`config.mk`:
```
export PLATFORM = sky130hd
export DESIGN_NAME = tdps_merge
export DESIGN_NICKNAME = d
export VERILOG_FILES = /design/src/design/assert_macros.svh /design/src/design/tdps_pkg.sv /design/src/design/tdps_merge.sv
export SDC_FILE = /design/constraint.sdc
export NUM_CORES = 2
export LEC_CHECK = 0
export ABC_AREA = 0
export BUFFER_PORTS_ARGS = -buffer_cell sky130_fd_sc_hd__buf_2
export CORE_AREA = 4 4 404 406
export DETAILED_ROUTE_END_ITERATION = 10
export DIE_AREA = 0 0 408 410
export GPL_TIMING_DRIVEN = 0
export PLACE_DENSITY_LB_ADDON = 0.08
export SLEW_MARGIN = 20
export SYNTH_ARGS = -nofsm -noshare
export SYNTH_HDL_FRONTEND = slang
export SYNTH_SLANG_ARGS = --single-unit
```
`constraint.sdc`:
```
create_clock -name vclk -period 6.2
set_clock_uncertainty 0.15 [all_clocks]
set_input_delay 0.31 -clock vclk [all_inputs]
set_output_delay 0.31 -clock vclk [all_outputs]
set_load 0.1 [all_outputs]
```
`src/design/assert_macros.svh`:
```
// Assertion macros shared by the RTL
`ifndef ASSERT_MACROS_SVH
`define ASSERT_MACROS_SVH

// Check a property on every clock edge outside reset
`define CHK_ASSERT(lbl, prop, msg) \
  lbl: assert property (@(posedge clk) disable iff (!rst_n) (prop)) else $error(msg);

`endif

```
`src/design/tdps_pkg.sv`:
```
`default_nettype none
package tdps_pkg;
  localparam int NUM_THRUSTERS = 6;
  localparam int NumThrMax = 6;
  localparam int TimeW = 63;
  localparam int NsW = 40;
  localparam int ImpW = 32;
  localparam int ForceW = 32;
  localparam int RestW = 16;
  localparam int DivW = 62;
  localparam int DivCntW = 6;
  localparam logic [29:0] NsPerS = 30'd1000000000;
  localparam logic [NsW-1:0] Max40 = {NsW{1'b1}};
  localparam int InDataW = 256;
  localparam int OutDataW = 240;

  localparam logic [2:0] CfgRest = 3'd0;
  localparam logic [2:0] CfgMinFire = 3'd1;

  typedef enum logic [1:0] {
    ST_IDLE,
    ST_DIV,
    ST_OUT
  } state_t;

  typedef struct packed {
    logic start;
    logic busy;
  } lane_ctl_t;
endpackage
`default_nettype wire

```
`src/design/tdps_merge.sv`:
```
`default_nettype none
// Select the on-times, clamp and update the remainders for all lanes
module tdps_merge (
  input  wire logic [tdps_pkg::NumThrMax-1:0][tdps_pkg::NsW-1:0] quot,
  input  wire logic [tdps_pkg::NumThrMax-1:0][tdps_pkg::NsW-1:0] remain,
  input  wire logic                                               req,
  input  wire logic                                               fire,
  input  wire logic [tdps_pkg::NsW-1:0]                           dt,
  input  wire logic [31:0]                                        min_fire,
  output logic [tdps_pkg::NumThrMax-1:0][tdps_pkg::NsW-1:0]       on_time,
  output logic [tdps_pkg::NumThrMax-1:0][tdps_pkg::NsW-1:0]       remain_nxt
);
  always_comb begin
    logic [tdps_pkg::NsW-1:0] t;
    for (int i = 0; i < tdps_pkg::NumThrMax; i++) begin
      t = req ? quot[i] : remain[i];
      remain_nxt[i] = remain[i];
      on_time[i] = '0;
      if (i < tdps_pkg::NUM_THRUSTERS && (req || fire)) begin
        remain_nxt[i] = (t > dt) ? t - dt : '0;
        if (t < {8'd0, min_fire}) on_time[i] = '0;
        else if (t > dt) on_time[i] = dt;
        else on_time[i] = t;
      end
    end
  end
endmodule
`default_nettype wire

```
==> run_summary.xml <==
<?xml version="1.0" encoding="UTF-8"?>
<metrics>
  <group name="cells_and_area">
    <metric name="clock_buffer_count" unit="">0</metric>
    <metric name="seqCellArea" unit="µm²">0</metric>
    <metric name="layout.filler_cells" unit="">18300</metric>
    <metric name="drive_gt1_share" unit="%">35.5</metric>
    <metric name="final_nets" unit="">6062</metric>
    <metric name="seq_cell_count" unit="">0</metric>
    <metric name="flow.area_growth_from_synthesis" unit="%">42.3</metric>
    <metric name="final_cell_area" unit="µm²">38900</metric>
  </group>
  <group name="worst_setup_path">
    <metric name="critPathRequiredTime" unit="ns">5.74</metric>
    <metric name="setup.worst_path.start_class" unit="">input port</metric>
    <metric name="critPathCaptureType" unit="">output pin</metric>
    <metric name="worstSetupPathType" unit="">input port to output pin</metric>
    <metric name="worstPathMaxFanout" unit="">10</metric>
    <metric name="critPathArrivalTime" unit="ns">5.48</metric>
  </group>
  <group name="die">
    <metric name="initial_utilization" unit="%">17.1</metric>
    <metric name="io-pin-count" unit="">1034</metric>
    <metric name="floorplan.die.width" unit="µm">408</metric>
    <metric name="die-area" unit="µm²">167000</metric>
    <metric name="fp.dieH" unit="µm">410</metric>
    <metric name="core" unit="µm²">160000</metric>
    <metric name="rows" unit="">147</metric>
  </group>
  <group name="sta">
    <metric name="timing.max_slew.rel_slack" unit="%">15.1</metric>
    <metric name="setup_viol" unit="">0</metric>
    <metric name="worst_pin_slew" unit="ns">1.27</metric>
    <metric name="post-route-period-util" unit="%">95.8</metric>
    <metric name="setup_repair_after_global_routing_missed_its_margin" unit="">no</metric>
    <metric name="fin_worst_hold_slack" unit="ns">0.917</metric>
    <metric name="finalCriticalPeriod" unit="ns">5.94</metric>
    <metric name="slew_viol_final" unit="">0</metric>
    <metric name="finalHoldViolations" unit="">0</metric>
    <metric name="maxClockFrequency" unit="MHz">168</metric>
  </group>
  <group name="global_route">
    <metric name="gr-usage-all-layers" unit="%">29.9</metric>
    <metric name="first_global_vias" unit="">37200</metric>
    <metric name="grt_antenna_before_repair" unit="">57</metric>
    <metric name="grt_overflow" unit="">0</metric>
    <metric name="grt_pass1_wl" unit="mm">343</metric>
    <metric name="pin_count_of_the_biggest_net_entering_global_routing" unit="">13</metric>
  </group>
  <group name="routing">
    <metric name="vias_per_cell" unit="">5.30</metric>
    <metric name="drt_iter0_markers" unit="">3225</metric>
    <metric name="drt_first_pass_iters" unit="">6</metric>
    <metric name="drt.antenna.violating_nets" unit="">0</metric>
    <metric name="totalWireLength" unit="mm">265</metric>
    <metric name="drcViolationCount" unit="">0</metric>
    <metric name="vias" unit="">38000</metric>
    <metric name="average_wire_length_per_cell_after_detail_routing" unit="µm">37.0</metric>
  </group>
  <group name="status">
    <metric name="outcome" unit="">finished clean</metric>
  </group>
  <group name="clock_network">
    <metric name="cts_hold_buffers" unit="">0</metric>
  </group>
  <group name="synth">
    <metric name="synthesis.instances" unit="">4009</metric>
    <metric name="post_synth_instance_area" unit="µm²">27300</metric>
    <metric name="seq_area_frac_synth" unit="%">0</metric>
    <metric name="avgSynthCellArea" unit="µm²">6.82</metric>
    <metric name="mappedNetlistNets" unit="">4995</metric>
    <metric name="synth.yosys.warnings" unit="">0</metric>
    <metric name="synth_cell_type_count" unit="">89</metric>
  </group>
  <group name="place">
    <metric name="gp_congestion" unit="">0.936</metric>
    <metric name="buffer_ports.inserted" unit="">1033</metric>
    <metric name="dp_hpwl" unit="mm">222</metric>
    <metric name="post_dp_cell_area" unit="µm²">37200</metric>
  </group>
  <group name="min_path">
    <metric name="hp-class" unit="">input port to output pin</metric>
  </group>
  <group name="flow_run">
    <metric name="cap_violations" unit="">0</metric>
  </group>
</metrics>
## layout make-up
cell class | instances | area (µm²) | area share (%)
antenna | 12 | 30.0 | 0.0772
multi-input combinational | 3611 | 27500 | 70.6
tap | 2086 | 2610 | 6.71
buffer | 223 | 1260 | 3.24
timing repair buffer | 1080 | 6930 | 17.8
inverter | 160 | 601 | 1.54
## cells in the mapped netlist (9+ instances only)
cell type | count | area [µm²]
sky130_fd_sc_hd__nor3_1 | 93 | 465
sky130_fd_sc_hd__a31oi_1 | 27 | 169
sky130_fd_sc_hd__a21o_1 | 218 | 1640
sky130_fd_sc_hd__a221oi_1 | 9 | 78.8
sky130_fd_sc_hd__o21a_1 | 38 | 285
sky130_fd_sc_hd__or4_1 | 10 | 75.1
sky130_fd_sc_hd__o2111ai_1 | 9 | 78.8
sky130_fd_sc_hd__o211ai_1 | 33 | 248
sky130_fd_sc_hd__nor2_1 | 375 | 1410
sky130_fd_sc_hd__clkbuf_1 | 154 | 578
sky130_fd_sc_hd__a211oi_1 | 89 | 668
sky130_fd_sc_hd__nor4_1 | 19 | 119
sky130_fd_sc_hd__or3_1 | 9 | 56.3
sky130_fd_sc_hd__inv_1 | 160 | 601
sky130_fd_sc_hd__a22o_1 | 29 | 254
sky130_fd_sc_hd__a211oi_2 | 40 | 500
sky130_fd_sc_hd__mux2_2 | 208 | 2340
sky130_fd_sc_hd__or2_0 | 35 | 219
sky130_fd_sc_hd__nand4_1 | 78 | 488
sky130_fd_sc_hd__and3_1 | 34 | 213
sky130_fd_sc_hd__a21oi_1 | 385 | 1930
sky130_fd_sc_hd__o21ai_1 | 63 | 315
sky130_fd_sc_hd__o21bai_1 | 37 | 278
sky130_fd_sc_hd__o41ai_1 | 17 | 149
sky130_fd_sc_hd__nand2_1 | 422 | 1580
sky130_fd_sc_hd__o21ai_0 | 181 | 906
sky130_fd_sc_hd__buf_2 | 68 | 340
sky130_fd_sc_hd__and4_1 | 14 | 123
sky130_fd_sc_hd__nand3_1 | 73 | 365
sky130_fd_sc_hd__mux2i_1 | 69 | 691
sky130_fd_sc_hd__xor2_1 | 72 | 631
sky130_fd_sc_hd__buf_1 | 9 | 33.8
sky130_fd_sc_hd__and2_1 | 26 | 163
sky130_fd_sc_hd__nand2b_1 | 32 | 200
sky130_fd_sc_hd__ha_1 | 426 | 5330
sky130_fd_sc_hd__o31ai_1 | 129 | 968
sky130_fd_sc_hd__nor2b_1 | 39 | 244
sky130_fd_sc_hd__a21boi_0 | 14 | 105
sky130_fd_sc_hd__xnor2_1 | 113 | 990
sky130_fd_sc_hd__a221o_1 | 10 | 100
## routing by layer
metal	vias up	GRT usage (%)	routed length [µm]
met5	-	0	35
met3	238	4.37	15900
li1	17100	-	-
met2	1723	48.8	120000
met4	6	8.65	9290
met1	18900	40.6	120000
## worst paths after layout
path / startpoint / endpoint / slack [ns] / cells past startpoint
worst min-delay path: remain[150] / remain_nxt[150] / 0.92 / 4
worst max-delay path: req / on_time[3] / 0.26 / 18
## cell usage in the layout, fill, tap and decap left out, types with 71 or more instances in the layout
cell,instances
sky130_fd_sc_hd__xnor2_1,112
sky130_fd_sc_hd__nand2_1,421
sky130_fd_sc_hd__inv_1,112
sky130_fd_sc_hd__nand3_1,73
sky130_fd_sc_hd__o21ai_1,93
sky130_fd_sc_hd__nand4_1,78
sky130_fd_sc_hd__o21ai_0,146
sky130_fd_sc_hd__clkbuf_1,92
sky130_fd_sc_hd__a21oi_1,371
sky130_fd_sc_hd__buf_2,818
sky130_fd_sc_hd__o31ai_2,102
sky130_fd_sc_hd__a211oi_2,80
sky130_fd_sc_hd__nor2_1,370
sky130_fd_sc_hd__ha_1,425
sky130_fd_sc_hd__mux2_2,208
sky130_fd_sc_hd__buf_4,244
sky130_fd_sc_hd__a21o_1,218
sky130_fd_sc_hd__xor2_1,71
## critical path, stage by stage
cell and delay, ns:
sky130_fd_sc_hd__buf_8 0.22, sky130_fd_sc_hd__buf_16 0.23, sky130_fd_sc_hd__buf_2 0.61, sky130_fd_sc_hd__buf_2 0.57, sky130_fd_sc_hd__mux2i_1 0.43, sky130_fd_sc_hd__inv_1 0.11
sky130_fd_sc_hd__ha_1 0.37, sky130_fd_sc_hd__a21o_1 0.19, sky130_fd_sc_hd__a21o_1 0.16, sky130_fd_sc_hd__a21oi_1 0.19, sky130_fd_sc_hd__o21ai_0 0.14, sky130_fd_sc_hd__a221o_1 0.39
sky130_fd_sc_hd__a22oi_2 0.23, sky130_fd_sc_hd__buf_4 0.24, sky130_fd_sc_hd__buf_2 0.34, sky130_fd_sc_hd__a21oi_1 0.21, sky130_fd_sc_hd__nor2_1 0.14, sky130_fd_sc_hd__buf_4 0.31
## per-stage QoR
stage | util [%] | instances | TNS (ns) | worst slack (ns)
floorplan | - | 4009 | -6.72 | -0.786
global placement | 22.7 | 7128 | -1831.59 | -4.71
detailed placement | 23.3 | 7165 | -1439.20 | -4.08
CTS | 24.3 | 7163 | 0 | 0.000619
global route | 24.3 | 7160 | 0 | 0.0424
finish | 24.3 | 7172 | 0 | 0.262
## what timing repair did
action                     4_1_cts  5_1_grt
setup endpoints to repair      480      319
resized for setup              487       17
pin swaps                       17        3
buffers inserted                 5        5
## logic make-up after synthesis
| group | synth area share, % |
|---|---|
| AO/OA/AOI/OAI | 35.4 |
| multiplexers | 11.1 |
| XOR/XNOR | 5.93 |
| adder cells (fa/ha/maj) | 19.9 |
| buffers and inverters | 5.93 |
| AND/OR/NAND/NOR | 21.7 |
