==> src/design/assert_macros.svh <==
// Assertion macros shared by the RTL
`ifndef ASSERT_MACROS_SVH
`define ASSERT_MACROS_SVH

// Check a property on every clock edge outside reset
`define CHK_ASSERT(lbl, prop, msg) \
  lbl: assert property (@(posedge clk) disable iff (!rst_n) (prop)) else $error(msg);

`endif

==> src/design/tdps_pkg.sv <==
`default_nettype none
package tdps_pkg;
  localparam int NUM_THRUSTERS = 6;
  localparam int NumThrMax = 6;
  localparam int TimeW = 63;
  localparam int NsW = 40;
  localparam int ImpW = 32;
  localparam int ForceW = 32;
  localparam int RestW = 16;
  localparam int DivW = 62;
  localparam int DivCntW = 6;
  localparam logic [29:0] NsPerS = 30'd1000000000;
  localparam logic [NsW-1:0] Max40 = {NsW{1'b1}};
  localparam int InDataW = 256;
  localparam int OutDataW = 240;

  localparam logic [2:0] CfgRest = 3'd0;
  localparam logic [2:0] CfgMinFire = 3'd1;

  typedef enum logic [1:0] {
    ST_IDLE,
    ST_DIV,
    ST_OUT
  } state_t;

  typedef struct packed {
    logic start;
    logic busy;
  } lane_ctl_t;
endpackage
`default_nettype wire

==> src/design/tdps_lane.sv <==
`default_nettype none
`include "assert_macros.svh"
// One thruster: impulse to ns via a restoring divider, one quotient bit per cycle
module tdps_lane (
  input  wire logic                        clk,
  input  wire logic                        rst_n,
  input  wire tdps_pkg::lane_ctl_t         ctl,
  input  wire logic [tdps_pkg::ImpW-1:0]   impulse,
  input  wire logic [tdps_pkg::ForceW-1:0] force_val,
  output logic [tdps_pkg::NsW-1:0]         quot,
  output logic                             done
);
  logic [tdps_pkg::DivW-1:0]    num_r, num_nxt;
  logic [tdps_pkg::DivW-1:0]    q_r, q_nxt;
  logic [tdps_pkg::ForceW:0]    rem_r, rem_nxt;
  logic [tdps_pkg::ForceW-1:0]  den_r, den_nxt;
  logic [tdps_pkg::DivCntW-1:0] cnt_r, cnt_nxt;
  logic                         neg_r, neg_nxt;
  logic                         run_r, run_nxt;
  logic [tdps_pkg::ForceW:0]    trial;
  logic [61:0]                  prod;

  assign prod = {31'd0, impulse[30:0]} * {32'd0, tdps_pkg::NsPerS};
  assign trial = {rem_r[tdps_pkg::ForceW-1:0], num_r[tdps_pkg::DivW-1]};

  always_comb begin
    num_nxt = num_r;
    q_nxt = q_r;
    rem_nxt = rem_r;
    den_nxt = den_r;
    cnt_nxt = cnt_r;
    neg_nxt = neg_r;
    run_nxt = run_r;
    if (ctl.start) begin
      num_nxt = prod;
      q_nxt = '0;
      rem_nxt = '0;
      den_nxt = force_val;
      neg_nxt = impulse[tdps_pkg::ImpW-1] || (impulse[tdps_pkg::ImpW-2:0] == '0);
      cnt_nxt = tdps_pkg::DivCntW'(tdps_pkg::DivW - 1);
      run_nxt = 1'b1;
    end else if (run_r) begin
      num_nxt = {num_r[tdps_pkg::DivW-2:0], 1'b0};
      if (trial >= {1'b0, den_r}) begin
        rem_nxt = trial - {1'b0, den_r};
        q_nxt = {q_r[tdps_pkg::DivW-2:0], 1'b1};
      end else begin
        rem_nxt = trial;
        q_nxt = {q_r[tdps_pkg::DivW-2:0], 1'b0};
      end
      if (cnt_r == '0) run_nxt = 1'b0;
      else cnt_nxt = cnt_r - 1'b1;
    end
  end

  always_ff @(posedge clk) begin
    if (!rst_n) begin
      run_r <= 1'b0;
    end else begin
      run_r <= run_nxt;
    end
    num_r <= num_nxt;
    q_r <= q_nxt;
    rem_r <= rem_nxt;
    den_r <= den_nxt;
    cnt_r <= cnt_nxt;
    neg_r <= neg_nxt;
  end

  // zero or negative impulse yields zero; zero divisor yields all ones in q, which saturates
  always_comb begin
    if (neg_r) quot = '0;
    else if (q_r[tdps_pkg::DivW-1:tdps_pkg::NsW] != '0) quot = tdps_pkg::Max40;
    else quot = q_r[tdps_pkg::NsW-1:0];
  end
  assign done = !run_r;

  `CHK_ASSERT(a_start_idle, ctl.start |-> !run_r, "lane started while busy")
  `CHK_ASSERT(a_run_busy, run_r |-> ctl.busy, "lane runs outside busy")
  `CHK_ASSERT(a_cnt_step, (run_r && $past(run_r) && !$past(ctl.start)) |-> (cnt_r == $past(cnt_r) - 1'b1), "lane count skipped")
endmodule
`default_nettype wire

==> config.mk <==
export PLATFORM = sky130hd
export DESIGN_NAME = tdps_lane
export DESIGN_NICKNAME = d
export VERILOG_FILES = /design/src/design/tdps_pkg.sv /design/src/design/tdps_lane.sv
export VERILOG_INCLUDE_DIRS = /design/src /design/src/design
export SDC_FILE = /design/constraint.sdc
export NUM_CORES = 1
export LEC_CHECK = 0
export BUFFER_PORTS_ARGS = -buffer_cell sky130_fd_sc_hd__clkbuf_2
export CAP_MARGIN = 15
export CORE_ASPECT_RATIO = 1.25
export CORE_MARGIN = 4
export CORE_UTILIZATION = 40
export CTS_CLUSTER_SIZE = 12
export DETAILED_ROUTE_END_ITERATION = 6
export PLACE_DENSITY = 0.66
export SLEW_MARGIN = 20
export SYNTH_ARGS = -nofsm -noshare
export SYNTH_HDL_FRONTEND = slang
export SYNTH_SLANG_ARGS = --single-unit
==> constraint.sdc <==
create_clock -name clk -period 12.8 [get_ports clk]
set_clock_uncertainty 0.15 [all_clocks]
set_input_delay 3.84 -clock clk [delete_from_list [all_inputs] [get_ports clk]]
set_output_delay 3.84 -clock clk [all_outputs]
set_load 0.01 [all_outputs]
==> results_dict.tcl, run 1 <==
set metrics [dict create \
    cpLargestDelayFamily "adder cells" \
    n_fill_cell 5433 \
    wirelength_um 52600 \
    maxSlewHeadroom 0.2573 \
    slowest_stage "fa_1" \
    ioPinCount 109 \
    ff2ff_path_depth 11 \
    syn_area_per_cell_um2 9.593 \
    finalHoldViolCount 0 \
    syn_to_final_growth_pct 7.978 \
    crit_arrival_ps 10770 \
    clk_latency_ps 450 \
    die_x_um 221.6 \
    slowest_delay_ps 560 \
    async_reset_ff_frac 0 \
    path_cells "clkbuf_2, inv_1, fa_1, fa_1, fa_1, fa_1, fa_1, inv_1, fa_1, inv_1, fa_1, inv_1, ha_1, and3_1, and2_1, a221oi_1, o21ai_0, a22oi_1, a21oi_1, a211oi_1, xnor2_1, mux2_2" \
    drc_errors 0 \
    firstDrtPassIters 5 \
    ant_nets 0 \
    report.final.setup_viol 0 \
    synth-edff-count 85 \
    grt_pass1_vias 17371 \
    portBuffers 107 \
    cts-root-buf "clkbuf_16" \
    end_kind "register" \
    layout-drive-gt1-share 0.08242 \
    n_antenna_cell 0 \
    initial_core_util 0.4058 \
    crit_path_frequent_cell "fa_1" \
    track_usage 0.1772 \
    hold_class "register to register" \
    syn_nets 3056 \
    holdWs_ps 348.8 \
    synthFlopType "dfxtp_1" \
    synth_area_um2 22800 \
    overflow 0 \
    synth_cell_types 74 \
    cts_resized 0 \
    cp.buffers_inverters 5 \
    rows 97 \
    synth-seq-cells 187 \
    dieArea_um2 60910 \
    wl_per_cell_um 16.47 \
    gp_congestion 0.9391 \
    path_clk_slew_ps 80 \
    maxSlewViolCount 0 \
    drv_cap 0 \
    whs_path_depth 2 \
    yosysWarnings 0 \
    period_minus_slack_ps 10700 \
    cts-buffers-inserted 17 \
    dp_hpwl_um 43710 \
    die_h_um 274.9 \
    rsz0062_at_grt "no" \
    vias 16101 \
    status "finished clean" \
    postCtsSetupBuffers 0 \
    antenna_found_initial 0 \
    worst_slew_pin_slew_ps 1100 \
    timing_worst_setup_path_type "primary input to register" \
    path_max_fanout 8 \
    fmax_mhz 93.43 \
    cts_sinks 187 \
    ctsHoldBuffers 0 \
    core_area_um2 56190 \
    grt_max_degree 74 \
    drt_iter0_drc 725 \
    final_nets 3117 \
    htreeDepth 4 \
    fin_setup_tns_ps 0 \
    crit_required_ps 12860 \
    setup.worst_path.start_class "primary input" \
    critical_path_depth 22 \
    clockBufferDepth 2 \
    grt_pass1_wl_um 88040 \
    viasPerCell 5.043 \
    cts_tree "yes" \
    ys_seq_area_frac 0.2015 \
    synthCells 2377 \
    timing.final.crit_share 0.8362 \
]
stage by stage:
stage               cell area, um^2  std cells  utilization  setup WS [ps]
global route                  24620       3193       0.4382           1552
finish                        24620       3193       0.4382           2097
global placement              24040       3161       0.4278           1687
detailed placement            24040       3161       0.4278           1577
floorplan                     22800       2377            -           2605
CTS                           24620       3193       0.4381           2066
Yosys cell counts (16+ instances only):
cell,n,area [um^2]
a211oi_1,19,142.6
a21o_1,41,307.8
a21oi_1,116,580.6
clkbuf_1,50,187.7
dfxtp_1,102,2042
edfxtp_1,85,2552
fa_1,302,6046
ha_1,309,3866
inv_1,539,2023
mux2_2,39,439.2
mux2i_1,65,650.6
nand2_1,90,337.8
nand3_1,17,85.08
nand4_1,24,150.1
nor2_1,221,829.6
nor2b_1,18,112.6
nor3_1,16,80.08
o21ai_0,59,295.3
o21bai_1,16,120.1
xnor2_1,48,420.4
xor2_1,24,210.2
flip-flops by register name (all words and copies together) (netlist names):
register	count
rem_r	32
num_r	53
cnt_r	6
neg_r	1
den_r	32
run_r	1
q_r	62
area by class of cell:
class / count / area, um^2 / area share
inverter: 540 / 2028 / 0.08238
clock buffer: 20 / 467.9 / 0.01901
tap: 742 / 928.4 / 0.03771
multi-input combinational: 1577 / 15880 / 0.6450
sequential: 187 / 4598 / 0.1868
timing repair buffer: 115 / 601.8 / 0.02444
clock inverter: 12 / 115.1 / 0.004675
metal layers:
layer	up-vias	global-route usage	routed length, um
met2	278	0.3290	27180
met1	7914	0.2098	21880
met4	0	0.07347	2205
met5	-	0	0
met3	104	0.01868	1326
li1	7805	-	-
placed cells by master, fill, tap and decap left out, types with 65 or more instances in the layout:
| cell | instances |
|---|---|
| nand2_1 | 90 |
| fa_1 | 302 |
| nor2_1 | 221 |
| inv_1 | 538 |
| a21oi_1 | 116 |
| ha_1 | 309 |
| dfxtp_1 | 101 |
| edfxtp_1 | 85 |
| clkbuf_2 | 106 |
| mux2i_1 | 65 |
tightest hold or removal path, delay by kind of cell, from the launching register on:
family	cells	cell delay [ps]
simple gates	1	70
compound gates	1	60
flops	1	330
kinds of logic after synthesis:
group | count (synthesis) | share of synthesized area
AO/OA/AOI/OAI | 341 | 0.09751
XOR/XNOR | 72 | 0.02766
adder cells (fa/ha/maj) | 611 | 0.4347
buffers and inverters | 613 | 0.1020
flip-flops | 187 | 0.2015
multiplexers | 104 | 0.04779
AND/OR/NAND/NOR | 449 | 0.08884
final timing paths:
check | from | endpoint | slack (ps)
max reg2reg | den_r[30] | rem_r[30] | 8940
min | rem_r[22] | rem_r[22] | 350
max | impulse[3] | num_r[56] | 2100
min reg2reg | rem_r[22] | rem_r[22] | 350
Power of run 1 is left out: the tool's default activity adds up to more than one toggle a clock period on the data nets, which glitch-free logic cannot reach.
==> inputs of run 2 (changes only) <==
==> constraint.sdc (replaced) <==
create_clock -name clk -period 11 [get_ports clk]
set_clock_uncertainty 0.15 [all_clocks]
set_input_delay 3.3 -clock clk [delete_from_list [all_inputs] [get_ports clk]]
set_output_delay 3.3 -clock clk [all_outputs]
set_load 0.01 [all_outputs]
==> run 2 against run 1 <==
Worst setup slack worse by 1300 ps. Via count rose by 0.71%. Non-clock buffer count is 5 higher. Critical path depth did not move. Wire length increased by 2.0%. Global-route usage is 0.40 points higher. Core utilization rose by 0.11 points. First-iteration DRC count decreased by 1.5%. Critical endpoint is now num_r[59]. Largest cell class unchanged.
==> results_dict.tcl, run 2 (synthesis results as in run 1) <==
set metrics [dict create \
    overflow 0 \
    drv_cap 0 \
    rsz0062_at_grt "no" \
    hp-start "rem_r[7]" \
    grt_pass1_wl_um 89880 \
    ff2ff_path_depth 11 \
    syn_to_final_growth_pct 8.247 \
    use_met3 0.02134 \
    gr-max-usage-layer "met2" \
    r2r_slack_ps 7060 \
    drc_errors 0 \
    top_register "q_r" \
    grt_max_degree 74 \
    dp_hpwl_um 44510 \
    largest_reg_flops 62 \
    path_clk_slew_ps 80 \
    whs_path_depth 2 \
    timing_worst_setup_path_type "primary input to register" \
    postCtsSetupBuffers 0 \
    vias 16215 \
    use_met1 0.2115 \
    htreeDepth 4 \
    final_nets 3122 \
    cp.buffers_inverters 5 \
    maxSlewViolCount 0 \
    drt_iter0_drc 714 \
    gp_congestion 0.9553 \
    clk_latency_ps 450 \
    grt_pass1_vias 17736 \
    min_to "rem_r[7]" \
    timing.final.crit_share 0.9290 \
    slowest_delay_ps 560 \
    die_x_um 221.6 \
    worst_slack_ps 780.8 \
    final_cell_mix "538 x inv_1, 309 x ha_1, 302 x fa_1, 221 x nor2_1, 116 x a21oi_1" \
    worst_slew_pin_slew_ps 918.8 \
    end_kind "register" \
    core_area_um2 56190 \
    ctsHoldBuffers 0 \
    final_common_cell "inv_1" \
    firstDrtPassIters 5 \
    maxSlewHeadroom 0.3875 \
    portBuffers 107 \
    initial_core_util 0.4058 \
    ant_nets 0 \
    top_regs "q_r: 62 flops, num_r: 53 flops" \
    cts_sinks 187 \
    n_antenna_cell 0 \
    crit_path_frequent_cell "fa_1" \
    layout-drive-gt1-share 0.08469 \
    track_usage 0.1812 \
    path_max_fanout 8 \
    wirelength_um 53630 \
    status "finished clean" \
    fmax_mhz 97.86 \
    cts_resized 0 \
    cts-root-buf "clkbuf_16" \
    cts-buffers-inserted 17 \
    regToRegEndpoint "rem_r[30]" \
    reg2reg_from "den_r[30]" \
    die_h_um 274.9 \
    cts_tree "yes" \
    setup.worst_path.start_class "primary input" \
    hold_class "register to register" \
    path_cells "clkbuf_2, inv_1, fa_1, fa_1, fa_1, fa_1, fa_1, inv_1, fa_1, inv_1, fa_1, inv_1, ha_1, and3_1, nand2_1, nor4_1, a41oi_1, o21ai_0, o21ai_1, o21ai_0, xor2_1, mux2_2" \
    crit_required_ps 11060 \
    clockBufferDepth 2 \
    ioPinCount 109 \
    period_minus_slack_ps 10220 \
    finalHoldViolCount 0 \
    rows 97 \
    slowest_stage "fa_1" \
    crit_arrival_ps 10270 \
    antenna_found_initial 0 \
    dp_slack_ps 344.1 \
    wl_per_cell_um 16.77 \
    fin_setup_tns_ps 0 \
    use_met2 0.3403 \
    dieArea_um2 60910 \
    cpLargestDelayFamily "adder cells" \
    viasPerCell 5.070 \
    report.final.setup_viol 0 \
]
run 2: cell count changes in the layout (fill, tap and decap cells not counted), sizes merged:
cell    before  now
clkbuf     126  124
buf          9   14
inv        549  547
clkinv       3    7
run 2: cell type report:
class | count | area (um^2)
multi-input combinational | 1577 | 15890
tap | 742 | 928.4
fill | 5424 | 31510
clock buffer | 18 | 429.2
sequential | 187 | 4598
clock inverter | 14 | 170.2
inverter | 540 | 2028
timing repair buffer | 120 | 639.4
run 2: routing by layer:
metal	vias to the layer above	routed length [um]
li1	7814	-
met1	7993	21910
met2	304	28260
met3	104	1473
met4	0	1994
met5	-	0
run 2: stage by stage:
stage / instance area (um^2) / util / hold WS [ps] / instances
finish: 24680 / 0.4392 / 350.9 / 3198
global route: 24680 / 0.4392 / 373.9 / 3198
CTS: 24670 / 0.4391 / 352.7 / 3198
detailed placement: 24070 / 0.4284 / 338.4 / 3166
global placement: 24070 / 0.4284 / 323.0 / 3166
floorplan: 22800 / - / 303.1 / 2377
run 2: worst max-delay path by stage:
stage               cells after the start  slack (ps)   endpoint  startpoint
floorplan                              22        1350  num_r[56]  impulse[4]
global route                           22         300  num_r[59]  impulse[4]
global placement                       22         450  num_r[58]  impulse[4]
detailed placement                     22         340  num_r[58]  impulse[4]
finish                                 22         780  num_r[59]  impulse[4]
CTS                                    22         820  num_r[58]  impulse[4]
run 2: worst register-to-register path, delay by kind of cell, from the launching register on:
kind / cells / cell delay, ps
fa+ha+maj: 1 / 290
mux: 1 / 280
simple gates: 2 / 530
flops: 1 / 400
compound gates: 5 / 1640
buf+inv: 2 / 530
Power of run 2 is left out for the same reason.
==> inputs of run 3 (changes only) <==
--- a/config.mk
+++ b/config.mk
@@ -8,12 +8,14 @@
 export LEC_CHECK = 0
 export BUFFER_PORTS_ARGS = -buffer_cell sky130_fd_sc_hd__clkbuf_2
 export CAP_MARGIN = 15
+export CELL_PAD_IN_SITES_DETAIL_PLACEMENT = 1
+export CELL_PAD_IN_SITES_GLOBAL_PLACEMENT = 2
 export CORE_ASPECT_RATIO = 1.25
 export CORE_MARGIN = 4
 export CORE_UTILIZATION = 40
 export CTS_CLUSTER_SIZE = 12
 export DETAILED_ROUTE_END_ITERATION = 6
-export PLACE_DENSITY = 0.66
+export PLACE_DENSITY = 0.9
 export SLEW_MARGIN = 20
 export SYNTH_ARGS = -nofsm -noshare
 export SYNTH_HDL_FRONTEND = slang
==> run 3 against run 2 <==
Register-to-register slack better by 50 ps. Critical path type unchanged. Flip-flop and latch count unchanged. Sequential share of layout area is essentially flat.
==> results_dict.tcl, run 3 (synthesis results as in run 1) <==
set metrics [dict create \
    status "finished clean" \
    overflow 0 \
    crit_required_ps 11060 \
    path_max_fanout 8 \
    vias 16418 \
    dieArea_um2 60910 \
    n_fill_cell 6414 \
    final_common_cell "inv_1" \
    final_nets 3121 \
    largest_reg_flops 62 \
    grt_pass1_wl_um 98590 \
    rows 97 \
    die_h_um 274.9 \
    clockBufferDepth 2 \
    cts_sinks 187 \
    grt_pass1_vias 18883 \
    drc_errors 0 \
    timing_worst_setup_path_type "primary input to register" \
    maxSlewHeadroom 0.2630 \
    regArea_um2 4598 \
    core_area_um2 56190 \
    instances_no_fill 3197 \
    end_kind "register" \
    cts-root-buf "clkbuf_16" \
    rsz0062_at_grt "no" \
    ioPinCount 109 \
    slowest_delay_ps 550 \
    cts_tree "yes" \
    slowest_stage "fa_1" \
    gp_congestion 0.9300 \
    placed_cell_area_um2 24070 \
    postCtsSetupBuffers 0 \
    finalHoldViolCount 0 \
    n_antenna_cell 0 \
    grt_max_degree 101 \
    antenna_found_initial 0 \
    layout-drive-gt1-share 0.08432 \
    period_minus_slack_ps 10170 \
    htreeDepth 4 \
    ctsHoldBuffers 0 \
    crit_path_frequent_cell "fa_1" \
    crit_arrival_ps 10240 \
    dp_hpwl_um 50480 \
    cts-buffers-inserted 17 \
    worst_slew_pin_slew_ps 1105 \
    cts_resized 0 \
    wl_per_cell_um 18.69 \
    dp_cells 3165 \
    fin_setup_tns_ps 0 \
    drt_iter0_drc 693 \
    fmax_mhz 98.28 \
    die_x_um 221.6 \
    track_usage 0.2012 \
    report.final.setup_viol 0 \
    multi_input_area_um2 15880 \
    maxSlewViolCount 0 \
    wirelength_um 59760 \
    initial_core_util 0.4058 \
    setup.worst_path.start_class "primary input" \
    hold_class "register to register" \
    fin_area_um2 24680 \
    viasPerCell 5.135 \
    path_clk_slew_ps 80 \
    syn_to_final_growth_pct 8.258 \
    final_cell_mix "538 x inv_1, 309 x ha_1, 302 x fa_1, 221 x nor2_1, 116 x a21oi_1" \
    firstDrtPassIters 5 \
    drv_cap 0 \
    top_register "q_r" \
    timing.final.crit_share 0.9250 \
    clk_latency_ps 460 \
    path_cells "clkbuf_2, inv_1, fa_1, fa_1, fa_1, fa_1, fa_1, inv_1, fa_1, inv_1, fa_1, inv_1, ha_1, and3_1, nand2_1, nor4_1, a41oi_1, o21ai_0, o21ai_1, o21ai_0, xor2_1, mux2_2" \
    ant_nets 0 \
    top_regs "q_r: 62 flops, num_r: 53 flops" \
    portBuffers 107 \
]
## run 3: changes by cell type in the layout (fill, tap and decap cells not counted)
| cell | change |
|---|---|
| clkbuf_16 | +1 |
| inv_8 | -3 |
| inv_6 | +1 |
| inv_12 | +2 |
| buf_4 | -1 |
| o41ai_2 | -1 |
| clkinv_8 | -1 |
| o41ai_1 | +1 |
| clkinv_2 | +1 |
| clkbuf_1 | -1 |
## run 3: metal layers
| layer | up-vias | track usage | wire length, um |
|---|---|---|---|
| met4 | 0 | 0.06857 | 2073 |
| met1 | 8307 | 0.2301 | 24290 |
| met2 | 221 | 0.3904 | 32310 |
| li1 | 7798 | - | - |
| met5 | - | 0 | 0 |
| met3 | 92 | 0.02156 | 1087 |
## run 3: path summary, 6_finish.rpt
path | from | endpoint | slack (ps) | cells past startpoint
setup / recovery | impulse[3] | num_r[59] | 830 | 22
setup reg to reg | den_r[18] | rem_r[30] | 7110 | 12
hold / removal | rem_r[31] | rem_r[31] | 350 | 2
hold reg to reg | rem_r[31] | rem_r[31] | 350 | 2
## run 3: area by class of cell
class                   instances  share of cell area
clock buffers                  18             0.01825
clock inverters                14            0.006741
inverters                     540             0.08216
multi-input cells            1577              0.6434
flip-flops and latches        187              0.1863
well taps                     742             0.03761
repair buffers                119             0.02560
## run 3: through the flow
| step | hold WS (ps) | util | setup slack [ps] |
|---|---|---|---|
| 4_1_cts | 352.9 | 0.4393 | 791.7 |
| 3_5_place_dp | 339.0 | 0.4283 | 303.9 |
| 6_report | 350.1 | 0.4393 | 825.2 |
| 2_1_floorplan | 303.1 | - | 1345 |
| 5_1_grt | 374.0 | 0.4393 | 489.0 |
| 3_3_place_gp | 332.6 | 0.4283 | 460.3 |
## run 3: worst max-delay path, delay by kind of cell
kind            cells  cell delay (ps)
simple gates        3              860
buf+inv             5              590
fa+ha+maj           8             4180
xor+xnor            1              110
mux                 1              270
compound gates      4              930
Power of run 3 is left out for the same reason.
